==> config.mk <==
export PLATFORM = sky130hd
export DESIGN_NAME = ngh_front
export DESIGN_NICKNAME = d
export VERILOG_FILES = /design/src/rtl/core/ngh_pkg.sv /design/src/rtl/core/ngh_front.sv
export SDC_FILE = /design/constraint.sdc
export NUM_CORES = 1
export LEC_CHECK = 0
export ABC_AREA = 1
export BUFFER_PORTS_ARGS = -buffer_cell sky130_fd_sc_hd__buf_4
export CELL_PAD_IN_SITES_DETAIL_PLACEMENT = 2
export CELL_PAD_IN_SITES_GLOBAL_PLACEMENT = 2
export CORE_AREA = 10 10 146 148
export CTS_CLUSTER_SIZE = 20
export DETAILED_ROUTE_END_ITERATION = 12
export DIE_AREA = 0 0 156 158
export PLACE_DENSITY = 0.81
export SYNTH_ARGS = -nofsm -noshare
export SYNTH_HDL_FRONTEND = slang
export SYNTH_SLANG_ARGS = --single-unit
==> constraint.sdc <==
create_clock -name clk_i -period 1.71 [get_ports clk_i]
set_input_delay 0.0855 -clock clk_i [delete_from_list [all_inputs] [get_ports clk_i]]
set_output_delay 0.0855 -clock clk_i [all_outputs]
set_load 0.05 [all_outputs]
==> src/rtl/core/ngh_pkg.sv <==
// shared types, constants and head tables for the n-gram hash row id block
package ngh_pkg;

  localparam int HEAD_W  = 4;
  localparam int ROW_W   = 29;
  localparam int PRIME_W = 25;
  localparam int TOK_W   = 32;
  localparam int HASH_W  = 64;
  localparam int QUEUE_DEPTH = 2;
  localparam int RECIP_W     = 16;
  localparam int RECIP_SHIFT = 40;

  localparam logic [63:0] MUL_UNI = 64'd23703573157769;
  localparam logic [63:0] MUL_BI  = 64'd20109073645365;
  localparam logic [63:0] MUL_TRI = 64'd8052911324071;

  // constants split into a low word and the few high bits above it
  localparam logic [31:0] UNI_LO = MUL_UNI[31:0];
  localparam logic [12:0] UNI_HI = MUL_UNI[44:32];
  localparam logic [31:0] BI_LO  = MUL_BI[31:0];
  localparam logic [12:0] BI_HI  = MUL_BI[44:32];
  localparam logic [31:0] TRI_LO = MUL_TRI[31:0];
  localparam logic [12:0] TRI_HI = MUL_TRI[44:32];

  typedef struct packed {
    logic signed [TOK_W-1:0] cur;
    logic signed [TOK_W-1:0] h1;
    logic signed [TOK_W-1:0] h2;
  } entry_t;

  typedef struct packed {
    logic [HASH_W-1:0] hash;
    logic [HEAD_W-1:0] head;
    logic              last;
  } mod_req_t;

  typedef logic [15:0][PRIME_W-1:0] prime_tab_t;
  typedef logic [15:0][RECIP_W-1:0] recip_tab_t;

  function automatic logic [PRIME_W-1:0] head_prime(input logic [HEAD_W-1:0] h);
    logic [PRIME_W-1:0] p;
    case (h)
      4'd0:    p = 25'd20000003;
      4'd1:    p = 25'd20000023;
      4'd2:    p = 25'd20000033;
      4'd3:    p = 25'd20000047;
      4'd4:    p = 25'd20000059;
      4'd5:    p = 25'd20000063;
      4'd6:    p = 25'd20000069;
      4'd7:    p = 25'd20000077;
      4'd8:    p = 25'd20000081;
      4'd9:    p = 25'd20000093;
      4'd10:   p = 25'd20000107;
      4'd11:   p = 25'd20000147;
      4'd12:   p = 25'd20000153;
      4'd13:   p = 25'd20000159;
      4'd14:   p = 25'd20000161;
      4'd15:   p = 25'd20000171;
      default: p = 25'd20000003;
    endcase
    return p;
  endfunction

  function automatic logic [ROW_W-1:0] head_base(input logic [HEAD_W-1:0] h);
    logic [ROW_W-1:0] b;
    case (h)
      4'd0:    b = 29'd0;
      4'd1:    b = 29'd20000003;
      4'd2:    b = 29'd40000026;
      4'd3:    b = 29'd60000059;
      4'd4:    b = 29'd80000106;
      4'd5:    b = 29'd100000165;
      4'd6:    b = 29'd120000228;
      4'd7:    b = 29'd140000297;
      4'd8:    b = 29'd160000374;
      4'd9:    b = 29'd180000455;
      4'd10:   b = 29'd200000548;
      4'd11:   b = 29'd220000655;
      4'd12:   b = 29'd240000802;
      4'd13:   b = 29'd260000955;
      4'd14:   b = 29'd280001114;
      4'd15:   b = 29'd300001275;
      default: b = 29'd0;
    endcase
    return b;
  endfunction

  // 2^e mod prime for every head, evaluated at elaboration
  function automatic prime_tab_t pow2_mod_tab(input int unsigned e);
    prime_tab_t t;
    for (int i = 0; i < 16; i++) begin
      t[i] = PRIME_W'((64'd1 << e) % 64'(head_prime(HEAD_W'(i))));
    end
    return t;
  endfunction

  // floor(2^RECIP_SHIFT / prime) for every head
  function automatic recip_tab_t recip_tab();
    recip_tab_t t;
    for (int i = 0; i < 16; i++) begin
      t[i] = RECIP_W'((64'd1 << RECIP_SHIFT) / 64'(head_prime(HEAD_W'(i))));
    end
    return t;
  endfunction

  localparam prime_tab_t W32_TAB   = pow2_mod_tab(32);
  localparam prime_tab_t W48_TAB   = pow2_mod_tab(48);
  localparam recip_tab_t RECIP_TAB = recip_tab();

endpackage

==> src/rtl/core/ngh_front.sv <==
// front end: token intake, history selection and segment tracking
module ngh_front (
  input  logic                         clk_i,
  input  logic                         rst_ni,
  input  logic                         in_valid_i,
  output logic                         in_ready_o,
  input  logic signed [31:0]           token_i,
  input  logic                         cfg_valid_i,
  output logic                         cfg_ready_o,
  input  logic signed [31:0]           end_token_i,
  input  logic                         full_i,
  output logic                         push_o,
  output ngh_pkg::entry_t              entry_o
);

  logic signed [31:0] end_token_q, prior_q, older_q;
  logic [1:0]         count_q, count_d;

  assign in_ready_o  = !full_i;
  assign push_o      = in_valid_i && !full_i;
  assign cfg_ready_o = 1'b1;

  assign entry_o.cur = token_i;
  assign entry_o.h1  = (count_q >= 2'd1) ? prior_q : end_token_q;
  assign entry_o.h2  = (count_q >= 2'd2) ? older_q : end_token_q;

  always_comb begin
    if (token_i == end_token_q) begin
      count_d = 2'd0;
    end else if (count_q < 2'd2) begin
      count_d = count_q + 2'd1;
    end else begin
      count_d = count_q;
    end
  end

  always_ff @(posedge clk_i or negedge rst_ni) begin
    if (!rst_ni) begin
      end_token_q <= '0;
      prior_q     <= '0;
      older_q     <= '0;
      count_q     <= '0;
    end else begin
      if (cfg_valid_i) begin
        end_token_q <= end_token_i;
      end
      if (push_o) begin
        older_q <= prior_q;
        prior_q <= token_i;
        count_q <= count_d;
      end
    end
  end

endmodule

---- After elaboration in Yosys (flattened, before gate mapping) ----
Cells that the tools add are included.
word-level totals
  bits in registers ....................... 98
  logic and storage cells ................. 17
  output and inout port bits .............. 99
operators by class
  eq/ne operators ......................... 1
  magnitude comparators ................... 3
  add/sub/neg operators ................... 1
  reduce and logical (&&, ||, !) cells .... 4
  mux-type cells .......................... 4
operators with widths
  cell                                                  count
  2-to-1 mux 32 bit                                     2
  == test 32 bit                                        1
  2-to-1 mux 2 bit                                      2
  adder 2 x 1 -> 2 bit (second input constant)          1
  >= comparator 2 x 1 -> 1 bit (second input constant)  1
  >= comparator 2 bit (second input constant)           1
  less-than comparator 2 bit (second input constant)    1
  AND reduction 2 bit                                   1
  nonzero test 2 bit                                    1
  logical AND 1 bit                                     1
  logical NOT 1 bit                                     1

---- Logic depth before layout (Yosys ltp) ----
  depth in word-level cells ............... 3
  gate-level depth with buffers ........... 9

---- Least setup slack after synthesis ----
OpenSTA, ideal clock, no wires.
  path kind ............................... register -> output
  start ................................... register count_q[1]
  end ..................................... output entry_o[55] in the netlist's numbering
  data arrival time ....................... 2.069 ns
  cell stages (with the launch flop) ...... 6
  setup slack ............................. -0.445 ns
  required time ........................... 1.624 ns
  cell sequence ........................... dfrtp_1 > inv_1 > ha_1 > buf_2 > clkbuf_1 > o21ai_0
RTL lines
  element                 RTL line         RTL
  from (decl)             ngh_front.sv:17  logic [1:0] count_q, count_d;
  from (signal assigned)  ngh_front.sv:50  count_q <= count_d;
  to (decl)               ngh_front.sv:13  output ngh_pkg::entry_t entry_o

==> flow_metrics.tcl <==
set metrics [dict create \
    layout_setup_ws_ns -0.2047 \
    stdcell_area_mm2 0.008183 \
    rsz0062_at_grt "yes" \
    grt_antenna_before_repair 0 \
    wl_per_cell_um 21.22 \
    setup_violations 64 \
    antenna_cells 0 \
    numCtsBuffers 9 \
    yosysUniqueCellTypes 19 \
    placed_cells_incl_taps 1026 \
    drc 0 \
    yosysSeqAreaShare_pct 48.13 \
    synth_top_family_by_area "simple AND/OR/NAND/NOR gates" \
    coreArea_mm2 0.01846 \
    placed_area_mm2 0.006636 \
    grt_usage_pct 19.04 \
    timing.reg2reg.worst_path_depth 8 \
    synthXorXnorAreaFrac_pct 1.547 \
    yosys_register_bits 98 \
    violations "setup timing" \
    ioPinCount 168 \
    worst_pin_slew_ns 1.090 \
    cts_tree "built" \
    port_buffers 166 \
    dieArea_mm2 0.02465 \
    htreeDepth 3 \
    r2r_start "end_token_q[30]$_DFFE_PN0P_" \
    crit_required_ns 1.62 \
    drv_slew 0 \
    worst_setup_path_end_kind "primary output" \
    path_max_fanout 5 \
    synthesis.area_mm2 0.005095 \
    crit_path_start_kind "flip-flop" \
    cts_buffer_depth 2 \
    grt_max_degree 65 \
    fmax_mhz 522.3 \
    clkSlewWorstSetupHoldPaths_ns 0.07 \
    cts_sinks 98 \
    wl_um 23750 \
    synthSimpleGateAreaFrac_pct 19.47 \
    grt_remaining_overflow 0 \
    finalHoldViolCount 0 \
    fin_skew_ns 0.008478 \
    final_cell_mix "nand2_1, buf_4, o21ai_0, dfrtp_1, inv_1" \
    ir_worst_vdd_mv 0.4560 \
    initial_core_util_pct 27.61 \
    avgSynthCellArea_um2 7.471 \
    cts_root_buf "clkbuf_16" \
    drv_cap 0 \
    reg2reg_slack_ns 0.27 \
    crit_start "count_q[1]$_DFFE_PN0P_" \
    arrival_ns 1.83 \
    fp.dieH_um 158 \
    final_layout_size_suffix_gt1_share_pct 32.32 \
    insertion_delay_ns 0.36 \
    pwr_density_cell_mw_per_mm2 982.1 \
    rows 50 \
    synthesis.nets 753 \
    first_global_vias 6104 \
    endpoint "entry_o[9]" \
    vias_per_cell 4.754 \
    hold_path.class "input port to flip-flop" \
    r2r-end "count_q[1]$_DFFE_PN0P_" \
    gp_routability_congestion 0.7395 \
    layout_commonest_cell "nand2_1" \
    synthAdderAreaFrac_pct 0.4912 \
    timing.final.crit_share_pct 112.0 \
    status "complete, but fails checks" \
    syn2layout_area_growth_pct 60.61 \
    hpwlAfterDp_um 14400 \
    drtPass1Iterations 4 \
    maxSlewHeadroom_pct 27.24 \
    detail-route-antenna-nets 0 \
    synth-compound-area-share_pct 16.21 \
    synthCells 682 \
    final_cells 1119 \
    drtIter0Drc 194 \
    synthMuxAreaShare_pct 0 \
    grt_pass1_wl_um 36400 \
    fin_crit_ns 1.915 \
    crit_type "flip-flop to primary output" \
    final_nets 951 \
    die_w_um 156 \
    synth_warnings 0 \
    p_leak_nw 3.892 \
    num_vias 5320 \
]
## power breakdown
part	total, W	internal (W)	leakage (nW)	switching [W]
logic	0.00294	0.00102	2.53	0.00192
registers	0.00279	0.00261	1.21	0.000180
clock network	0.00231	0.00133	0.155	0.000981
## cell type report
class,instances,area [um^2]
Tap cell,234,292.8
Sequential cell,98,2452
Fill cell,1982,10270
Timing Repair Buffer,253,2506
Clock inverter,6,88.84
Multi-Input combinational cell,432,2281
Inverter,86,322.8
Clock buffer,10,239.0
## synth_stat cells (all sizes together)
| cell type | count | area share, % |
|---|---|---|
| conb | 1 | 0.074 |
| dfrtp | 98 | 48 |
| buf | 49 | 6.5 |
| nand4 | 1 | 0.12 |
| ha | 2 | 0.49 |
| nand3 | 4 | 0.39 |
| nor2 | 53 | 4.2 |
| a21oi | 32 | 3.1 |
| clkbuf | 17 | 1.3 |
| nand2 | 193 | 14 |
| xor2 | 2 | 0.34 |
| inv | 86 | 6.3 |
| xnor2 | 7 | 1.2 |
| o21ai | 133 | 13 |
| or2 | 4 | 0.49 |
## cell families (layout without fill, tap and decap cells)
| group | count (synthesis) | count (layout) |
|---|---|---|
| fa+ha+maj | 2 | 2 |
| other cells | 1 | 1 |
| simple gates | 255 | 255 |
| buf+inv | 152 | 355 |
| compound gates | 165 | 165 |
| flops | 98 | 98 |
| xor+xnor | 9 | 9 |
## what timing repair did
action                                 in CTS  in global routing
setup endpoints to repair                  63                 64
buffers inserted                           10                  0
pin swaps                                  11                  3
cloned                                      4                  3
resized for setup                          76                 24
hold buffers                               62                  0
endpoints found under the hold margin      92                  0
## sequential cells by signal, summed over array words and instances (netlist names)
register and flops:
prior_q 32, older_q 32, count_q 2, end_token_q 32
## worst max-delay path: stages, from the launching register on
cell,delay (ns)
dfrtp_1,0.42
ha_4,0.18
nor2_4,0.17
buf_12,0.17
buf_16,0.14
nor2_2,0.05
a21oi_2,0.16
buf_6,0.18
## per-layer routing
| layer | vias to the layer above | share of wire (%) | global-route usage [%] |
|---|---|---|---|
| met5 | - | 0 | 0 |
| met4 | 0 | 1.5 | 4.946 |
| met3 | 18 | 4.8 | 4.830 |
| met2 | 123 | 52 | 34.49 |
| met1 | 2690 | 41 | 21.78 |
| li1 | 2489 | - | - |
## worst min-delay path by stage
stage                              start                    endpoint  slack (ns)  cells after the start
after global placement            rst_ni      older_q[0]$_DFFE_PN0P_        0.09                      1
after floorplan                   rst_ni      count_q[0]$_DFFE_PN0P_       -0.21                      0
after global routing      end_token_i[5]  end_token_q[5]$_DFFE_PN0P_        0.02                      3
after detailed placement          rst_ni      prior_q[0]$_DFFE_PN0P_        0.09                      1
after CTS                 end_token_i[5]  end_token_q[5]$_DFFE_PN0P_       0.008                      3
final                     end_token_i[5]  end_token_q[5]$_DFFE_PN0P_        0.02                      3
## metrics by stage
stage,power (W),hold slack (ns),worst slack (ns),setup TNS (ns),utilization (%)
floorplan,0.004475,-0.2101,-0.2659,-1.254,-
global placement,0.005307,0.09182,0.1488,0,35.96
detailed placement,0.005376,0.09118,0.06905,0,35.96
CTS,0.008031,0.007802,-0.2416,-9.105,43.85
global route,0.008429,0.02219,-0.2507,-12.15,44.34
finish,0.008037,0.02270,-0.2047,-8.038,44.34
Power figures use the tool's default switching activity.
