**src/rtl/core/ngh_pkg.sv**
```systemverilog
// shared types, constants and head tables for the n-gram hash row id block
package ngh_pkg;

  localparam int HEAD_W  = 4;
  localparam int ROW_W   = 29;
  localparam int PRIME_W = 25;
  localparam int TOK_W   = 32;
  localparam int HASH_W  = 64;
  localparam int QUEUE_DEPTH = 2;
  localparam int RECIP_W     = 16;
  localparam int RECIP_SHIFT = 40;

  localparam logic [63:0] MUL_UNI = 64'd23703573157769;
  localparam logic [63:0] MUL_BI  = 64'd20109073645365;
  localparam logic [63:0] MUL_TRI = 64'd8052911324071;

  // constants split into a low word and the few high bits above it
  localparam logic [31:0] UNI_LO = MUL_UNI[31:0];
  localparam logic [12:0] UNI_HI = MUL_UNI[44:32];
  localparam logic [31:0] BI_LO  = MUL_BI[31:0];
  localparam logic [12:0] BI_HI  = MUL_BI[44:32];
  localparam logic [31:0] TRI_LO = MUL_TRI[31:0];
  localparam logic [12:0] TRI_HI = MUL_TRI[44:32];

  typedef struct packed {
    logic signed [TOK_W-1:0] cur;
    logic signed [TOK_W-1:0] h1;
    logic signed [TOK_W-1:0] h2;
  } entry_t;

  typedef struct packed {
    logic [HASH_W-1:0] hash;
    logic [HEAD_W-1:0] head;
    logic              last;
  } mod_req_t;

  typedef logic [15:0][PRIME_W-1:0] prime_tab_t;
  typedef logic [15:0][RECIP_W-1:0] recip_tab_t;

  function automatic logic [PRIME_W-1:0] head_prime(input logic [HEAD_W-1:0] h);
    logic [PRIME_W-1:0] p;
    case (h)
      4'd0:    p = 25'd20000003;
      4'd1:    p = 25'd20000023;
      4'd2:    p = 25'd20000033;
      4'd3:    p = 25'd20000047;
      4'd4:    p = 25'd20000059;
      4'd5:    p = 25'd20000063;
      4'd6:    p = 25'd20000069;
      4'd7:    p = 25'd20000077;
      4'd8:    p = 25'd20000081;
      4'd9:    p = 25'd20000093;
      4'd10:   p = 25'd20000107;
      4'd11:   p = 25'd20000147;
      4'd12:   p = 25'd20000153;
      4'd13:   p = 25'd20000159;
      4'd14:   p = 25'd20000161;
      4'd15:   p = 25'd20000171;
      default: p = 25'd20000003;
    endcase
    return p;
  endfunction

  function automatic logic [ROW_W-1:0] head_base(input logic [HEAD_W-1:0] h);
    logic [ROW_W-1:0] b;
    case (h)
      4'd0:    b = 29'd0;
      4'd1:    b = 29'd20000003;
      4'd2:    b = 29'd40000026;
      4'd3:    b = 29'd60000059;
      4'd4:    b = 29'd80000106;
      4'd5:    b = 29'd100000165;
      4'd6:    b = 29'd120000228;
      4'd7:    b = 29'd140000297;
      4'd8:    b = 29'd160000374;
      4'd9:    b = 29'd180000455;
      4'd10:   b = 29'd200000548;
      4'd11:   b = 29'd220000655;
      4'd12:   b = 29'd240000802;
      4'd13:   b = 29'd260000955;
      4'd14:   b = 29'd280001114;
      4'd15:   b = 29'd300001275;
      default: b = 29'd0;
    endcase
    return b;
  endfunction

  // 2^e mod prime for every head, evaluated at elaboration
  function automatic prime_tab_t pow2_mod_tab(input int unsigned e);
    prime_tab_t t;
    for (int i = 0; i < 16; i++) begin
      t[i] = PRIME_W'((64'd1 << e) % 64'(head_prime(HEAD_W'(i))));
    end
    return t;
  endfunction

  // floor(2^RECIP_SHIFT / prime) for every head
  function automatic recip_tab_t recip_tab();
    recip_tab_t t;
    for (int i = 0; i < 16; i++) begin
      t[i] = RECIP_W'((64'd1 << RECIP_SHIFT) / 64'(head_prime(HEAD_W'(i))));
    end
    return t;
  endfunction

  localparam prime_tab_t W32_TAB   = pow2_mod_tab(32);
  localparam prime_tab_t W48_TAB   = pow2_mod_tab(48);
  localparam recip_tab_t RECIP_TAB = recip_tab();

endpackage

```
**src/rtl/core/ngh_back.sv**
```systemverilog
// back end: hash products over two stages and per-head issue
module ngh_back #(
  parameter int HEADS        = 16,
  parameter int BIGRAM_HEADS = 8
) (
  input  logic              clk_i,
  input  logic              rst_ni,
  input  logic              fifo_valid_i,
  input  ngh_pkg::entry_t   fifo_data_i,
  output logic              pop_o,
  input  logic              en_i,
  output logic              req_valid_o,
  output ngh_pkg::mod_req_t req_o
);

  logic signed [64:0] uni_lo, bi_lo, tri_lo;
  logic signed [45:0] uni_hi, bi_hi, tri_hi;

  logic [63:0] uni_lo_q, bi_lo_q, tri_lo_q;
  logic [31:0] uni_hi_q, bi_hi_q, tri_hi_q;
  logic        p1_valid_q;

  logic [63:0] uni_p, bi_p, tri_p;
  logic [63:0] bi_q, tri_q;
  logic        h2_valid_q;
  logic [ngh_pkg::HEAD_W-1:0] head_q;

  logic issue, last_issue, h2_load, p1_load;

  // signed token times unsigned constant pieces
  assign uni_lo = fifo_data_i.cur * $signed({1'b0, ngh_pkg::UNI_LO});
  assign bi_lo  = fifo_data_i.h1  * $signed({1'b0, ngh_pkg::BI_LO});
  assign tri_lo = fifo_data_i.h2  * $signed({1'b0, ngh_pkg::TRI_LO});
  assign uni_hi = fifo_data_i.cur * $signed({1'b0, ngh_pkg::UNI_HI});
  assign bi_hi  = fifo_data_i.h1  * $signed({1'b0, ngh_pkg::BI_HI});
  assign tri_hi = fifo_data_i.h2  * $signed({1'b0, ngh_pkg::TRI_HI});

  assign uni_p = uni_lo_q + {uni_hi_q, 32'b0};
  assign bi_p  = bi_lo_q  + {bi_hi_q, 32'b0};
  assign tri_p = tri_lo_q + {tri_hi_q, 32'b0};

  assign issue      = h2_valid_q && en_i;
  assign last_issue = issue && (head_q == ngh_pkg::HEAD_W'(HEADS - 1));
  assign h2_load    = p1_valid_q && (!h2_valid_q || last_issue);
  assign p1_load    = fifo_valid_i && (!p1_valid_q || h2_load);
  assign pop_o      = p1_load;

  assign req_valid_o = h2_valid_q;
  assign req_o.hash  = (head_q < ngh_pkg::HEAD_W'(BIGRAM_HEADS)) ? bi_q : tri_q;
  assign req_o.head  = head_q;
  assign req_o.last  = (head_q == ngh_pkg::HEAD_W'(HEADS - 1));

  always_ff @(posedge clk_i) begin
    if (p1_load) begin
      uni_lo_q <= uni_lo[63:0];
      bi_lo_q  <= bi_lo[63:0];
      tri_lo_q <= tri_lo[63:0];
      uni_hi_q <= uni_hi[31:0];
      bi_hi_q  <= bi_hi[31:0];
      tri_hi_q <= tri_hi[31:0];
    end
    if (h2_load) begin
      bi_q  <= uni_p ^ bi_p;
      tri_q <= uni_p ^ bi_p ^ tri_p;
    end
  end

  always_ff @(posedge clk_i or negedge rst_ni) begin
    if (!rst_ni) begin
      p1_valid_q <= 1'b0;
      h2_valid_q <= 1'b0;
      head_q     <= '0;
    end else begin
      if (p1_load) begin
        p1_valid_q <= 1'b1;
      end else if (h2_load) begin
        p1_valid_q <= 1'b0;
      end
      if (h2_load) begin
        h2_valid_q <= 1'b1;
      end else if (last_issue) begin
        h2_valid_q <= 1'b0;
      end
      if (last_issue) begin
        head_q <= '0;
      end else if (issue) begin
        head_q <= head_q + ngh_pkg::HEAD_W'(1);
      end
    end
  end

endmodule

```
**config.mk**
```make
export PLATFORM = sky130hd
export DESIGN_NAME = ngh_back
export DESIGN_NICKNAME = d
export VERILOG_FILES = /design/src/rtl/core/ngh_pkg.sv /design/src/rtl/core/ngh_back.sv
export SDC_FILE = /design/constraint.sdc
export NUM_CORES = 2
export LEC_CHECK = 0
export ABC_CLOCK_PERIOD_IN_PS = 7400
export BUFFER_PORTS_ARGS = -buffer_cell sky130_fd_sc_hd__buf_2
export CORE_AREA = 2 2 346 416
export CTS_BUF_LIST = sky130_fd_sc_hd__clkbuf_4 sky130_fd_sc_hd__clkbuf_8 sky130_fd_sc_hd__clkbuf_16
export DETAILED_ROUTE_END_ITERATION = 12
export DIE_AREA = 0 0 348 418
export GPL_TIMING_DRIVEN = 0
export PLACE_DENSITY_LB_ADDON = 0.05
export SYNTH_ARGS = -nofsm -noshare
export SYNTH_HDL_FRONTEND = slang
export SYNTH_SLANG_ARGS = --single-unit
export TNS_END_PERCENT = 30
```
**constraint.sdc**
```tcl
create_clock -name clk_i -period 7.4 [get_ports clk_i]
set_clock_uncertainty 0.05 [all_clocks]
set_input_delay 0.74 -clock clk_i [delete_from_list [all_inputs] [get_ports clk_i]]
set_output_delay 0.74 -clock clk_i [all_outputs]
set_load 0.01 [all_outputs]
```
# After elaboration in Yosys (flattened, before gate mapping)
# Cells that the tools add are included.
# Widths: inputs -> output; s select.
# word_totals
regBits	419
in_bits	100
out_inout_bits	71
word_cells	43
# classes
n_addsub	4
n_mul	6
n_lt_le_gt_ge	1
n_eq_ne	1
n_mux	7
n_bitwise	2
n_reduce_logical	11
# op_table
operator	n
$add 64x64->64	3
$mul 32x33->64 const B	2
$xor 64x64->64	2
$mul 32x13->31 const B	2
$mux 64	1
$mul 32x27->59 const B	1
$mul 32x11->31 const B	1
$mux 4	2
$reduce_bool 2->1	3
$add 4x1->4 const B	1
$eq 4x4->1 const B	1
$logic_and 1x1->1	4
$lt 4x4->1 const B	1
$mux 1	4
$logic_not 1->1	2
$logic_or 1x1->1	2

# Depth between registers and ports, before layout
# logic_depth
depth_word	7
mapped_depth	28
mapped_depth_nobuf	27

# Worst setup path after synthesis
# OpenSTA, ideal clock, no wires.
# synth_timing
path_kind	reg2out
startpoint	reg head_q[0] (netlist bit)
endpoint	out pop_o
arrival_time_ps	7328
required_time_ps	6610
slack_ps	-718
path_stages_with_launch	6
path_buffers	0
cell_sequence	dfrtp_1 > ha_1 > and3_1 > nand2_1 > nand3_1 > and2_1
# synth_lines
element	line_no	rtl
start, declared	ngh_back.sv:26	logic [ngh_pkg::HEAD_W-1:0] head_q;
start signal, assigned	ngh_back.sv:87	head_q <= head_q + ngh_pkg::HEAD_W'(1);
end, declared	ngh_back.sv:10	output logic pop_o,

# Final worst setup path
# layout_timing
startpoint	in fifo_data_i[12] (netlist bit)
endpoint	reg tri_lo_q[62], data pin
# layout_via
elab_chain_len	1
# layout_rtl
element	line_no	rtl
start, declared	ngh_back.sv:9	input ngh_pkg::entry_t fifo_data_i,
$mul 32x33->64	ngh_back.sv:33	assign tri_lo = fifo_data_i.h2 * $signed({1'b0, ngh_pkg::TRI_LO});
net tri_lo[62]	ngh_back.sv:16	logic signed [64:0] uni_lo, bi_lo, tri_lo;
end signal, assigned	ngh_back.sv:57	tri_lo_q <= tri_lo[63:0];
end, declared	ngh_back.sv:19	logic [63:0] uni_lo_q, bi_lo_q, tri_lo_q;
# The timed path passes the listed nets, and every way through them passes these cells.
# A chain may end at the register's enable or synchronous reset.

==> results.yml <==
worst_setup_path:
  rrSetupSlack_ps: 3300
  critPathArrivalTime_ps: 7830
  crit_path_start_kind: "primary input"
  end_kind: "flip-flop"
  required_ps: 7670
  worstSetupPathType: "in2reg"
  cp_max_fo: 9
layout:
  area_growth_pct: 10.4
  drive_gt1_frac: 0.104
  nNetsFinal: 11300
  finish.utilization: 0.660
yosys:
  synth_edf_count: 402
  yosysTopAreaCellShare: 0.363
  synth_most_common_cell: "inv_1"
  postSynth.asyncResetShare: 0.0147
  synth_xor_xnor_area_share: 0.0527
  synth_top_family_by_area: "adder cells"
  synth_top_area_cell: "fa_1"
  synthMuxAreaShare: 0.00987
  synth_area_leaders: "fa_1, ha_1, edfxtp_1"
  yosysSeqAreaShare: 0.145
  synth-compound-area-share: 0.0744
  synth_cells: 7927
  syn_avg_cell_area_um2: 10.6
  synthTopCellsByCount: "inv_1, fa_1, ha_1"
  syn-num-nets: 11000
  ys.flop_type: "edfxtp_1"
  ys_seq_elements: 408
  yosys.area_share.simple: 0.0383
  syn_area_um2: 84300
  synth_fa_ha_area_frac: 0.573
  ys_types: 90
  ys_warn_count: 0
place:
  portBuffers: 170
  preCtsSetupSlack_ps: -2470
  routabilityCongestion: 1.02
  dp_hpwl_mm: 210
timing:
  slew_headroom: 0.154
  min_period_ps: 7550
  rsz0062_at_grt: "true"
  timing.final.crit_share: 1.02
  worst_slack_ps: -151
  hold_violations: 0
  worst_slew_pin_slew_ps: 1270
  holdWs_ps: 315
  fmax_ghz: 0.132
  tns_ps: -1070
  setup_violations: 12
  finalMaxSlewViolations: 0
route:
  wl_per_cell_um: 24.1
  vias_per_cell: 5.60
  drt_iter0_drc: 3839
  vias: 56900
  drtPass1Iterations: 6
  drtAntennaViolNets: 0
  routed_wl_mm: 244
  drc: 0
clock_network:
  cts-buffers-inserted: 41
  cts.clk_slew.worst_paths_ps: 60
  cts_tree: "built"
  cts_buffer_depth: 3
  root_buffer: "clkbuf_16"
  cts_sinks: 408
  htreeDepth: 2
  clk_latency_ps: 610
global_route:
  grt_pass1_wl_mm: 370
  grt_pass1_vias: 61600
  antenna_found_initial: 2
  overflow: 0
  grt_usage: 0.345
  grt_max_degree: 75
floorplan:
  die_h_um: 418
  num_io_pins: 171
  die_x_um: 348
  fp.coreArea_um2: 141000
  initial_core_util: 0.598
  fp-row-count: 151
  die_area_um2: 145000
hold_path:
  hold_path.class: "in2reg"
outcome:
  violations: "setup timing"
  status: "finished, violations left"
run:
  cap_viol_max_count: 0
layout by cell type (no fill, tap or decap), types with 32 or more instances in the layout:
| cell type | instances |
|---|---|
| nand3_1 | 60 |
| mux2_2 | 65 |
| o21ai_0 | 114 |
| nor3_1 | 42 |
| buf_2 | 92 |
| xnor2_1 | 307 |
| o21bai_1 | 51 |
| a31oi_1 | 32 |
| clkbuf_16 | 42 |
| inv_1 | 2261 |
| buf_4 | 158 |
| xor2_1 | 179 |
| nor2_1 | 156 |
| o21a_1 | 32 |
| nand4_1 | 36 |
| ha_4 | 71 |
| clkbuf_1 | 35 |
| inv_2 | 37 |
| ha_1 | 1317 |
| fa_1 | 1466 |
| a21o_1 | 183 |
| edfxtp_1 | 402 |
| nand2_1 | 156 |
| a21oi_1 | 286 |
| fa_2 | 65 |
critical path: stages:
cell        delay (ps)
buf_12             140
clkinvlp_4         150
ha_4               310
clkinvlp_4          90
buf_4              160
fa_2               570
inv_1               70
fa_2               580
fa_1               410
inv_1               80
fa_2               490
fa_1               550
fa_2               600
fa_1               470
ha_4               350
a21oi_1             90
o21ai_2            190
nor2_2             100
a22oi_2            200
nand4_1            200
a21oi_4            300
a211oi_4           110
buf_12             170
a2111oi_4          380
or4_1              170
nand3_1            110
timing repair:
action | CTS | global route
buffers inserted | 71 | 87
gates resized for setup | 399 | 285
hold buffers | 1 | 0
cloned | 0 | 0
setup endpoints to repair | 92 | 65
hold endpoints to repair | 6 | 0
pin swaps | 93 | 168
logic make-up (layout without fill, tap and decap cells):
kind of cell               after synthesis  after routing
buffers and inverters                 2388           2783
DFF                                    408            408
other                                    0              3
and+or+nand+nor                        653            653
xor gates and xnor gates               503            503
AOI/OAI and AO/OA                      954            954
adders and majority gates             2946           2946
muxes                                   75             75
worst paths after layout:
check | from | end | depth (start not counted)
max | fifo_data_i[12] | tri_lo_q[62] | 26
min | fifo_valid_i | p1_valid_q | 2
max reg2reg | tri_lo_q[33] | tri_q[59] | 12
min reg2reg | p1_valid_q | req_valid_o | 1
max in group asynchronous | rst_ni | p1_valid_q | 2
min in group asynchronous | rst_ni | head_q[2] | 2
layer usage:
| metal | global-route usage | share of wire | vias up |
|---|---|---|---|
| li1 | - | - | 25800 |
| met3 | 0.0389 | 0.054 | 454 |
| met5 | 0 | 0 | - |
| met2 | 0.604 | 0.50 | 1685 |
| met1 | 0.440 | 0.40 | 29000 |
| met4 | 0.133 | 0.049 | 0 |
registers in the layout (all words and copies together) (netlist names):
name,cells
uni_hi_q,30
tri_q,64
p1_valid_q,1
bi_q,64
tri_lo_q,64
bi_hi_q,27
tri_hi_q,30
bi_lo_q,59
req_valid_o,1
head_q,4
uni_lo_q,64
final cells by class:
cell class | count | area, um2
multi-input cells | 5131 | 65100
fillers | 11400 | 48100
flip-flops and latches | 408 | 12200
inverters | 2328 | 8840
repair buffers | 334 | 3030
well taps | 1836 | 2300
clock buffers | 53 | 1150
clock inverters | 22 | 260
plain buffers | 46 | 199
diodes | 3 | 7.51
through the flow:
stage / instances / area [um2]
finish: 10200 / 93100
global route: 10200 / 93100
CTS: 10100 / 91300
detailed placement: 9938 / 87600
global placement: 9933 / 87500
floorplan: 7927 / 84300
Power is not shown: default switching activity piles up to over one toggle a cycle in this logic, so the estimate is an artifact.
