--- src/rtl/core/ngh_pkg.sv ---
// shared types, constants and head tables for the n-gram hash row id block
package ngh_pkg;

  localparam int HEAD_W  = 4;
  localparam int ROW_W   = 29;
  localparam int PRIME_W = 25;
  localparam int TOK_W   = 32;
  localparam int HASH_W  = 64;
  localparam int QUEUE_DEPTH = 2;
  localparam int RECIP_W     = 16;
  localparam int RECIP_SHIFT = 40;

  localparam logic [63:0] MUL_UNI = 64'd23703573157769;
  localparam logic [63:0] MUL_BI  = 64'd20109073645365;
  localparam logic [63:0] MUL_TRI = 64'd8052911324071;

  // constants split into a low word and the few high bits above it
  localparam logic [31:0] UNI_LO = MUL_UNI[31:0];
  localparam logic [12:0] UNI_HI = MUL_UNI[44:32];
  localparam logic [31:0] BI_LO  = MUL_BI[31:0];
  localparam logic [12:0] BI_HI  = MUL_BI[44:32];
  localparam logic [31:0] TRI_LO = MUL_TRI[31:0];
  localparam logic [12:0] TRI_HI = MUL_TRI[44:32];

  typedef struct packed {
    logic signed [TOK_W-1:0] cur;
    logic signed [TOK_W-1:0] h1;
    logic signed [TOK_W-1:0] h2;
  } entry_t;

  typedef struct packed {
    logic [HASH_W-1:0] hash;
    logic [HEAD_W-1:0] head;
    logic              last;
  } mod_req_t;

  typedef logic [15:0][PRIME_W-1:0] prime_tab_t;
  typedef logic [15:0][RECIP_W-1:0] recip_tab_t;

  function automatic logic [PRIME_W-1:0] head_prime(input logic [HEAD_W-1:0] h);
    logic [PRIME_W-1:0] p;
    case (h)
      4'd0:    p = 25'd20000003;
      4'd1:    p = 25'd20000023;
      4'd2:    p = 25'd20000033;
      4'd3:    p = 25'd20000047;
      4'd4:    p = 25'd20000059;
      4'd5:    p = 25'd20000063;
      4'd6:    p = 25'd20000069;
      4'd7:    p = 25'd20000077;
      4'd8:    p = 25'd20000081;
      4'd9:    p = 25'd20000093;
      4'd10:   p = 25'd20000107;
      4'd11:   p = 25'd20000147;
      4'd12:   p = 25'd20000153;
      4'd13:   p = 25'd20000159;
      4'd14:   p = 25'd20000161;
      4'd15:   p = 25'd20000171;
      default: p = 25'd20000003;
    endcase
    return p;
  endfunction

  function automatic logic [ROW_W-1:0] head_base(input logic [HEAD_W-1:0] h);
    logic [ROW_W-1:0] b;
    case (h)
      4'd0:    b = 29'd0;
      4'd1:    b = 29'd20000003;
      4'd2:    b = 29'd40000026;
      4'd3:    b = 29'd60000059;
      4'd4:    b = 29'd80000106;
      4'd5:    b = 29'd100000165;
      4'd6:    b = 29'd120000228;
      4'd7:    b = 29'd140000297;
      4'd8:    b = 29'd160000374;
      4'd9:    b = 29'd180000455;
      4'd10:   b = 29'd200000548;
      4'd11:   b = 29'd220000655;
      4'd12:   b = 29'd240000802;
      4'd13:   b = 29'd260000955;
      4'd14:   b = 29'd280001114;
      4'd15:   b = 29'd300001275;
      default: b = 29'd0;
    endcase
    return b;
  endfunction

  // 2^e mod prime for every head, evaluated at elaboration
  function automatic prime_tab_t pow2_mod_tab(input int unsigned e);
    prime_tab_t t;
    for (int i = 0; i < 16; i++) begin
      t[i] = PRIME_W'((64'd1 << e) % 64'(head_prime(HEAD_W'(i))));
    end
    return t;
  endfunction

  // floor(2^RECIP_SHIFT / prime) for every head
  function automatic recip_tab_t recip_tab();
    recip_tab_t t;
    for (int i = 0; i < 16; i++) begin
      t[i] = RECIP_W'((64'd1 << RECIP_SHIFT) / 64'(head_prime(HEAD_W'(i))));
    end
    return t;
  endfunction

  localparam prime_tab_t W32_TAB   = pow2_mod_tab(32);
  localparam prime_tab_t W48_TAB   = pow2_mod_tab(48);
  localparam recip_tab_t RECIP_TAB = recip_tab();

endpackage

--- src/rtl/core/ngh_mod.sv ---
// pipelined signed remainder by head prime: residue folding, reciprocal quotient, offset
module ngh_mod (
  input  logic                        clk_i,
  input  logic                        rst_ni,
  input  logic                        req_valid_i,
  input  ngh_pkg::mod_req_t           req_i,
  output logic                        en_o,
  output logic                        out_valid_o,
  input  logic                        out_ready_i,
  output logic [ngh_pkg::HEAD_W-1:0]  head_o,
  output logic [ngh_pkg::ROW_W-1:0]   row_id_o,
  output logic                        last_o
);

  localparam int Bits   = ngh_pkg::HASH_W;
  localparam int PW     = ngh_pkg::PRIME_W;
  localparam int RW     = ngh_pkg::ROW_W;
  localparam int Stages = 7;
  localparam int SumW   = 43;
  localparam int FoldW  = 37;
  localparam int RedW   = 33;
  localparam int QuotW  = 9;
  localparam int RemW   = 26;

  // per-stage side info, index 0 lines up with the magnitude register
  logic [Stages-1:0]          v_q, neg_q, last_sr_q;
  logic [ngh_pkg::HEAD_W-1:0] head_sr_q [Stages];

  logic [Bits-1:0]  mag_q;
  logic [SumW-1:0]  sum_q, sum_d;
  logic [FoldW-1:0] fold_q, fold_d;
  logic [RedW-1:0]  red_q, red_d, red2_q;
  logic [QuotW-1:0] quot_q, quot_d;
  logic [RemW-1:0]  rem_raw_q, rem_raw_d;
  logic [PW-1:0]    rem_q, rem_d;

  logic [40:0] sum_p1, sum_p2;
  logic [35:0] fold_p;
  logic [29:0] red_p;
  logic [48:0] quot_p;
  logic [33:0] rem_p;

  logic [PW-1:0]               w32_a, w48_a, w32_b, w32_c, p_e, p_f;
  logic [ngh_pkg::RECIP_W-1:0] recip;

  logic                       out_valid_q;
  logic [ngh_pkg::HEAD_W-1:0] head_q;
  logic [ngh_pkg::ROW_W-1:0]  row_q;
  logic                       last_q;

  logic          neg_in;
  logic [PW-1:0] fin_p, fin_fix;

  assign en_o   = !out_valid_q || out_ready_i;
  assign neg_in = req_i.hash[Bits-1];

  // fold bits 32..63 back in with the 2^32 and 2^48 residues
  assign w32_a  = ngh_pkg::W32_TAB[head_sr_q[0]];
  assign w48_a  = ngh_pkg::W48_TAB[head_sr_q[0]];
  assign sum_p1 = 41'(mag_q[47:32]) * 41'(w32_a);
  assign sum_p2 = 41'(mag_q[63:48]) * 41'(w48_a);
  assign sum_d  = SumW'(mag_q[31:0]) + SumW'(sum_p1) + SumW'(sum_p2);

  // second and third fold down to 33 bits
  assign w32_b  = ngh_pkg::W32_TAB[head_sr_q[1]];
  assign fold_p = 36'(sum_q[SumW-1:32]) * 36'(w32_b);
  assign fold_d = FoldW'(sum_q[31:0]) + FoldW'(fold_p);

  assign w32_c  = ngh_pkg::W32_TAB[head_sr_q[2]];
  assign red_p  = 30'(fold_q[FoldW-1:32]) * 30'(w32_c);
  assign red_d  = RedW'(fold_q[31:0]) + RedW'(red_p);

  // quotient estimate is exact or one low
  assign recip  = ngh_pkg::RECIP_TAB[head_sr_q[3]];
  assign quot_p = 49'(red_q) * 49'(recip);
  assign quot_d = quot_p[ngh_pkg::RECIP_SHIFT +: QuotW];

  // raw remainder below twice the prime
  assign p_e       = ngh_pkg::head_prime(head_sr_q[4]);
  assign rem_p     = 34'(quot_q) * 34'(p_e);
  assign rem_raw_d = red2_q[RemW-1:0] - rem_p[RemW-1:0];

  assign p_f   = ngh_pkg::head_prime(head_sr_q[5]);
  assign rem_d = (rem_raw_q >= RemW'(p_f)) ? PW'(rem_raw_q - RemW'(p_f)) : rem_raw_q[PW-1:0];

  // negative hashes fold back to the non-negative remainder
  assign fin_p   = ngh_pkg::head_prime(head_sr_q[Stages-1]);
  assign fin_fix = (neg_q[Stages-1] && (rem_q != '0)) ? fin_p - rem_q : rem_q;

  always_ff @(posedge clk_i) begin
    if (en_o) begin
      mag_q     <= neg_in ? (~req_i.hash + Bits'(1)) : req_i.hash;
      sum_q     <= sum_d;
      fold_q    <= fold_d;
      red_q     <= red_d;
      quot_q    <= quot_d;
      red2_q    <= red_q;
      rem_raw_q <= rem_raw_d;
      rem_q     <= rem_d;
      neg_q     <= {neg_q[Stages-2:0], neg_in};
      last_sr_q <= {last_sr_q[Stages-2:0], req_i.last};
      head_sr_q[0] <= req_i.head;
      for (int k = 1; k < Stages; k++) begin
        head_sr_q[k] <= head_sr_q[k-1];
      end
      head_q <= head_sr_q[Stages-1];
      row_q  <= ngh_pkg::head_base(head_sr_q[Stages-1]) + RW'(fin_fix);
      last_q <= last_sr_q[Stages-1];
    end
  end

  always_ff @(posedge clk_i or negedge rst_ni) begin
    if (!rst_ni) begin
      v_q         <= '0;
      out_valid_q <= 1'b0;
    end else if (en_o) begin
      v_q         <= {v_q[Stages-2:0], req_valid_i};
      out_valid_q <= v_q[Stages-1];
    end
  end

  assign out_valid_o = out_valid_q;
  assign head_o      = head_q;
  assign row_id_o    = row_q;
  assign last_o      = last_q;

endmodule

--- config.mk ---
export PLATFORM = sky130hd
export DESIGN_NAME = ngh_mod
export DESIGN_NICKNAME = d
export VERILOG_FILES = /design/src/rtl/core/ngh_pkg.sv /design/src/rtl/core/ngh_mod.sv
export SDC_FILE = /design/constraint.sdc
export NUM_CORES = 2
export LEC_CHECK = 0
export ABC_AREA = 1
export BUFFER_PORTS_ARGS = -buffer_cell sky130_fd_sc_hd__buf_4
export CELL_PAD_IN_SITES_DETAIL_PLACEMENT = 0
export CELL_PAD_IN_SITES_GLOBAL_PLACEMENT = 2
export CORE_ASPECT_RATIO = 0.6
export CORE_MARGIN = 1.5
export CORE_UTILIZATION = 37
export DETAILED_ROUTE_END_ITERATION = 16
export MAX_ROUTING_LAYER = met4
export PLACE_DENSITY_LB_ADDON = 0.1
export SYNTH_ARGS = -nofsm -noshare
export SYNTH_HDL_FRONTEND = slang
export SYNTH_SLANG_ARGS = --single-unit
--- constraint.sdc ---
create_clock -name clk_i -period 10.62 [get_ports clk_i]
set_clock_uncertainty 0.1 [all_clocks]
set_input_delay 0.531 -clock clk_i [delete_from_list [all_inputs] [get_ports clk_i]]
set_output_delay 0.531 -clock clk_i [all_outputs]
set_load 0.02 [all_outputs]
[Word-level counts from Yosys, hierarchy flattened]
Memory sizes are Yosys's and may differ from the RTL's.
Cells that the tools add are included.
Cells by class
  add/sub/neg operators: 9
  $mul: 6
  magnitude comparators: 5
  multiplexer cells: 11
  bitwise gates (word level): 1
  reduce and logical (&&, ||, !) cells: 4
Operators by type and width (number)
  25-bit 2-to-1 mux: 6
  16-bit by 25-bit multiplier with 41-bit output: 2
  64-bit by 1-bit adder with 64-bit output (second input constant): 1
  64-bit NOT: 1
  63-bit 2-to-1 mux: 1
  25-bit subtractor: 2
  33-bit by 16-bit multiplier with 49-bit output: 1
  42-bit by 41-bit adder with 43-bit output: 1
  32-bit by 41-bit adder with 42-bit output: 1
  32-bit by 36-bit adder with 37-bit output: 1
  11-bit by 25-bit multiplier with 36-bit output: 1
  32-bit by 30-bit adder with 33-bit output: 1
  5-bit by 25-bit multiplier with 30-bit output: 1
  29-bit by 25-bit adder with 29-bit output: 1
  29-bit 2-to-1 mux: 1
  26-bit by 25-bit >= comparator with 1-bit output: 1
  9-bit by 25-bit multiplier with 26-bit output: 1
  26-bit subtractor: 1
  25-bit nonzero test: 1
  4-bit by 5-bit < comparator with 1-bit output (second input constant): 4
  16-bit 2-to-1 mux: 1
  1-bit 2-to-1 mux: 2
  1-bit logical AND: 1
  1-bit logical NOT: 1
  1-bit logical OR: 1
Word-level totals
  bits in registers: 319
  RAM bits: 28
  ROM bits: 2656
  input bits: 73
  output and inout bits: 36
  word-level logic and storage cells: 62
  memories kept: 10
Memory list
  (no name shown): depth 16, width 29, read ports 1, clocked after memory_dff 0, write ports 0, line ngh_pkg.sv:66  | case (h)
  (no name shown): depth 16, width 25, read ports 1, clocked after memory_dff 0, write ports 0, line ngh_mod.sv:69  | assign w32_c = ngh_pkg::W32_TAB[head_sr_q[2]];
  (no name shown): depth 16, width 25, read ports 1, clocked after memory_dff 0, write ports 0, line ngh_mod.sv:65  | assign w32_b = ngh_pkg::W32_TAB[head_sr_q[1]];
  (no name shown): depth 16, width 25, read ports 1, clocked after memory_dff 0, write ports 0, line ngh_mod.sv:59  | assign w48_a = ngh_pkg::W48_TAB[head_sr_q[0]];
  (no name shown): depth 16, width 25, read ports 1, clocked after memory_dff 0, write ports 0, line ngh_mod.sv:58  | assign w32_a = ngh_pkg::W32_TAB[head_sr_q[0]];
  (no name shown): depth 16, width 16, read ports 1, clocked after memory_dff 0, write ports 0, line ngh_mod.sv:74  | assign recip = ngh_pkg::RECIP_TAB[head_sr_q[3]];
  4 more memories

[Depth between registers and ports, before layout]
An unclocked memory read counts as a cell.
  word-level depth: 6
  gate-level depth with buffers: 36

[Worst setup path before layout]
OpenSTA, ideal clock, no wires.
  kind: in2reg
  from: in out_ready_i
  to: reg v_q[1]
  setup time: 0.537 ns
  data arrival time: 10.578 ns
  setup slack: -0.596 ns
  cell stages on the path: 4
  path through: inv_1 nand2_1 clkbuf_1 a21oi_1
Between the ends
  word-level cells in the longest chain between the ends: 1
Ends and longest elaborated chain
  start, declared: line ngh_mod.sv:9  | input logic out_ready_i,
  1-bit logical OR: line ngh_mod.sv:54  | assign en_o = !out_valid_q || out_ready_i;
  via en_o: line ngh_mod.sv:7  | output logic en_o,
  end signal, assigned: line ngh_mod.sv:117  | v_q <= {v_q[Stages-2:0], req_valid_i};
  end, declared: line ngh_mod.sv:26  | logic [Stages-1:0] v_q, neg_q, last_sr_q;
The timed path passes the listed nets, and every way through them passes these cells.
A chain may end at the register's enable or synchronous reset.

==> metrics.txt <==
run status=completed; Warnings, synthesis=0; Resized Gates After CTS=0; EDFF count, synth=339; dpl ws=1.29 ns; fraction of registers with async set/reset=2.31%; final non-filler cell total=12.0k; P&R area growth vs syn=7.82%; #FFs+latches synth=347; share of post-route cells with drive strength above 1=3.36%; gr ovfl total=0; top cell type's share of synthesized area=36.7%; vias post-DR=59.6k; Netlist cell types=52; core area=200000 µm²; Placer Congestion=0.983; vias in the first global route=59.6k; TNS Setup=0 ns; H-tree Lvls=2; CP Class=reg2reg; f_max=106 MHz; DRT antenna net count=0; Root Buffer=clkbuf_16; Global Route Usage Sum=29.0%; syn avg cell area=8.11 µm²; CTS tree=done; classification of the worst-slack hold path=in2reg; clk slew on worst S/H paths=0.07 ns; Remaining DRCs=0; clock buffer count from CTS=46; clk buf depth=3; Seq/Total Area, Yosys=13.9%; Final min period=9.41 ns; Tcrit/Tclk final=88.6%; CTS sink count=347; final setup vio count=0; pin count of the biggest net entering global routing=121; post-synthesis cell count=9196; Avg WL per Cell=23.6 µm; crit-path max FO=16; hold buffer count at cts=9; Clk Latency, worst-skew pair=0.70 ns; vias per cell=4.97; Post-CTS Setup Bufs=0; # port buffers=108; most common flop cell mapped by yosys=edfxtp_1; Filler cells=20.8k; slowest stage delay, CP=0.72 ns; Worst Setup Start Kind=register; # IOs=109; ranking of synthesized cells by area=fa_1, edfxtp_1, inv_1, ha_1, nand2_1; Starting Density=37.3%; fin nets=11.4k; Post-DP HPWL=248 mm; Die ar.=204000 µm²; cell mode on critical path=fa_1; 1st-iter DRT viols=5262; Crit-path slowest cell=o21a_1; Die X=583 µm; Max Cap Viol=0; Worst Path Arrival=9.76 ns; Placement Rows=127; placed cell count=11.9k; Chip Height=351 µm; Hold Slack=0.0415 ns; CP Capture Type=register; final hold violations=0; WL final=283 mm; drt pass-1 iters=6; Slew Viols, Final=0; global-route wire length before repair=419 mm; Slew headroom=15.8%; worst-margin pin slew=1.25 ns; Setup WS post-layout=1.21 ns; Post-Syn Area=74600 µm²; Syn Nets=11.3k; initial antenna violation count=15; RSZ-0062 raised after global routing=no; critical path required time=10.97 ns; Yosys top cell by area=fa_1
==> through the flow <==
stage,instance area (µm²),utilization [%]
after floorplan,74600,-
after global placement,78700,39.4
after detailed placement,78700,39.4
after CTS,80400,40.2
after global routing,80400,40.2
final,80400,40.2
==> final cells by class <==
class / count / area [µm²] / share of cell area (%)
Antenna cell: 1 / 2.50 / 0.00311
Clock inverter: 35 / 442 / 0.549
Clock buffer: 49 / 1160 / 1.45
Sequential cell: 347 / 10400 / 12.9
Timing Repair Buffer: 194 / 1490 / 1.85
Multi-Input combinational cell: 6315 / 54600 / 67.9
Inverter: 2403 / 9020 / 11.2
Tap cell: 2644 / 3310 / 4.11
==> routing by layer <==
layer  global-route usage [%]  up-vias  routed length (µm)
met5                        -        -                   0
li1                         -    27600                   -
met2                     32.6     1858               94000
met3                     7.73      122               27500
met1                     49.5    30000              159000
met4                     2.78        0                2340
==> cells in the mapped netlist, drive strengths merged (26+ instances only) <==
cell type / count
a21oi: 214
buf: 41
clkbuf: 90
edfxtp: 339
fa: 1368
ha: 696
inv: 2384
nand2: 2147
nand3: 316
nand4: 72
nor2: 959
nor3: 47
o21ai: 184
o21bai: 26
xnor2: 43
xor2: 124
==> path summary, 6_finish.rpt <==
check | cells past startpoint | from | slack, ns | end
worst max-delay path | 28 | head_sr_q[0][0] | 1.21 | sum_q[41]
worst min-delay path | 3 | req_i[66] | 0.04 | mag_q[61]
worst max register to register | 28 | head_sr_q[0][0] | 1.21 | sum_q[41]
worst min register to register | 0 | last_sr_q[3] | 0.32 | last_sr_q[4]
max in group asynchronous | 2 | rst_ni | 10.09 | v_q[5]
min in group asynchronous | 2 | rst_ni | 0.19 | v_q[0]
==> flip-flops by register name, summed over array words and instances, names as in the netlist <==
name	cells
mag_q	64
sum_q	43
fold_q	37
red_q	33
row_id_o	29
head_sr_q	28
red2_q	26
rem_raw_q	26
rem_q	25
quot_q	9
last_sr_q	7
neg_q	7
v_q	7
head_o	4
last_o	1
out_valid_o	1
==> critical path: cells and delay by family, from the launching register on <==
| family | cells | cell delay [ns] |
|---|---|---|
| fa+ha+maj | 10 | 4.73 |
| buf+inv | 5 | 1.13 |
| simple gates | 12 | 1.91 |
| flops | 1 | 0.58 |
| compound gates | 1 | 0.72 |
==> cell usage in the layout, fill, tap and decap left out, types with 26 or more instances in the layout <==
cell type,n
nor3_1,47
ha_1,696
nand4_1,72
edfxtp_1,339
o21bai_1,26
clkbuf_16,46
xor2_1,123
fa_1,1368
inv_1,2373
buf_4,184
a21oi_1,214
o21ai_0,163
xnor2_1,43
nor2_1,950
nand2_1,2142
nand3_1,316
==> cell families after synthesis <==
kind of cell,count (synthesis),synth area share [%]
and+or+nand+nor,3593,19.2
buffers and inverters,2534,12.9
DFF,347,13.9
muxes,2,0.0268
xor gates and xnor gates,167,1.97
adders and majority gates,2064,48.4
AOI/OAI and AO/OA,489,3.62
Power is not shown: default switching activity piles up to over one toggle a cycle in this logic, so the estimate is an artifact.
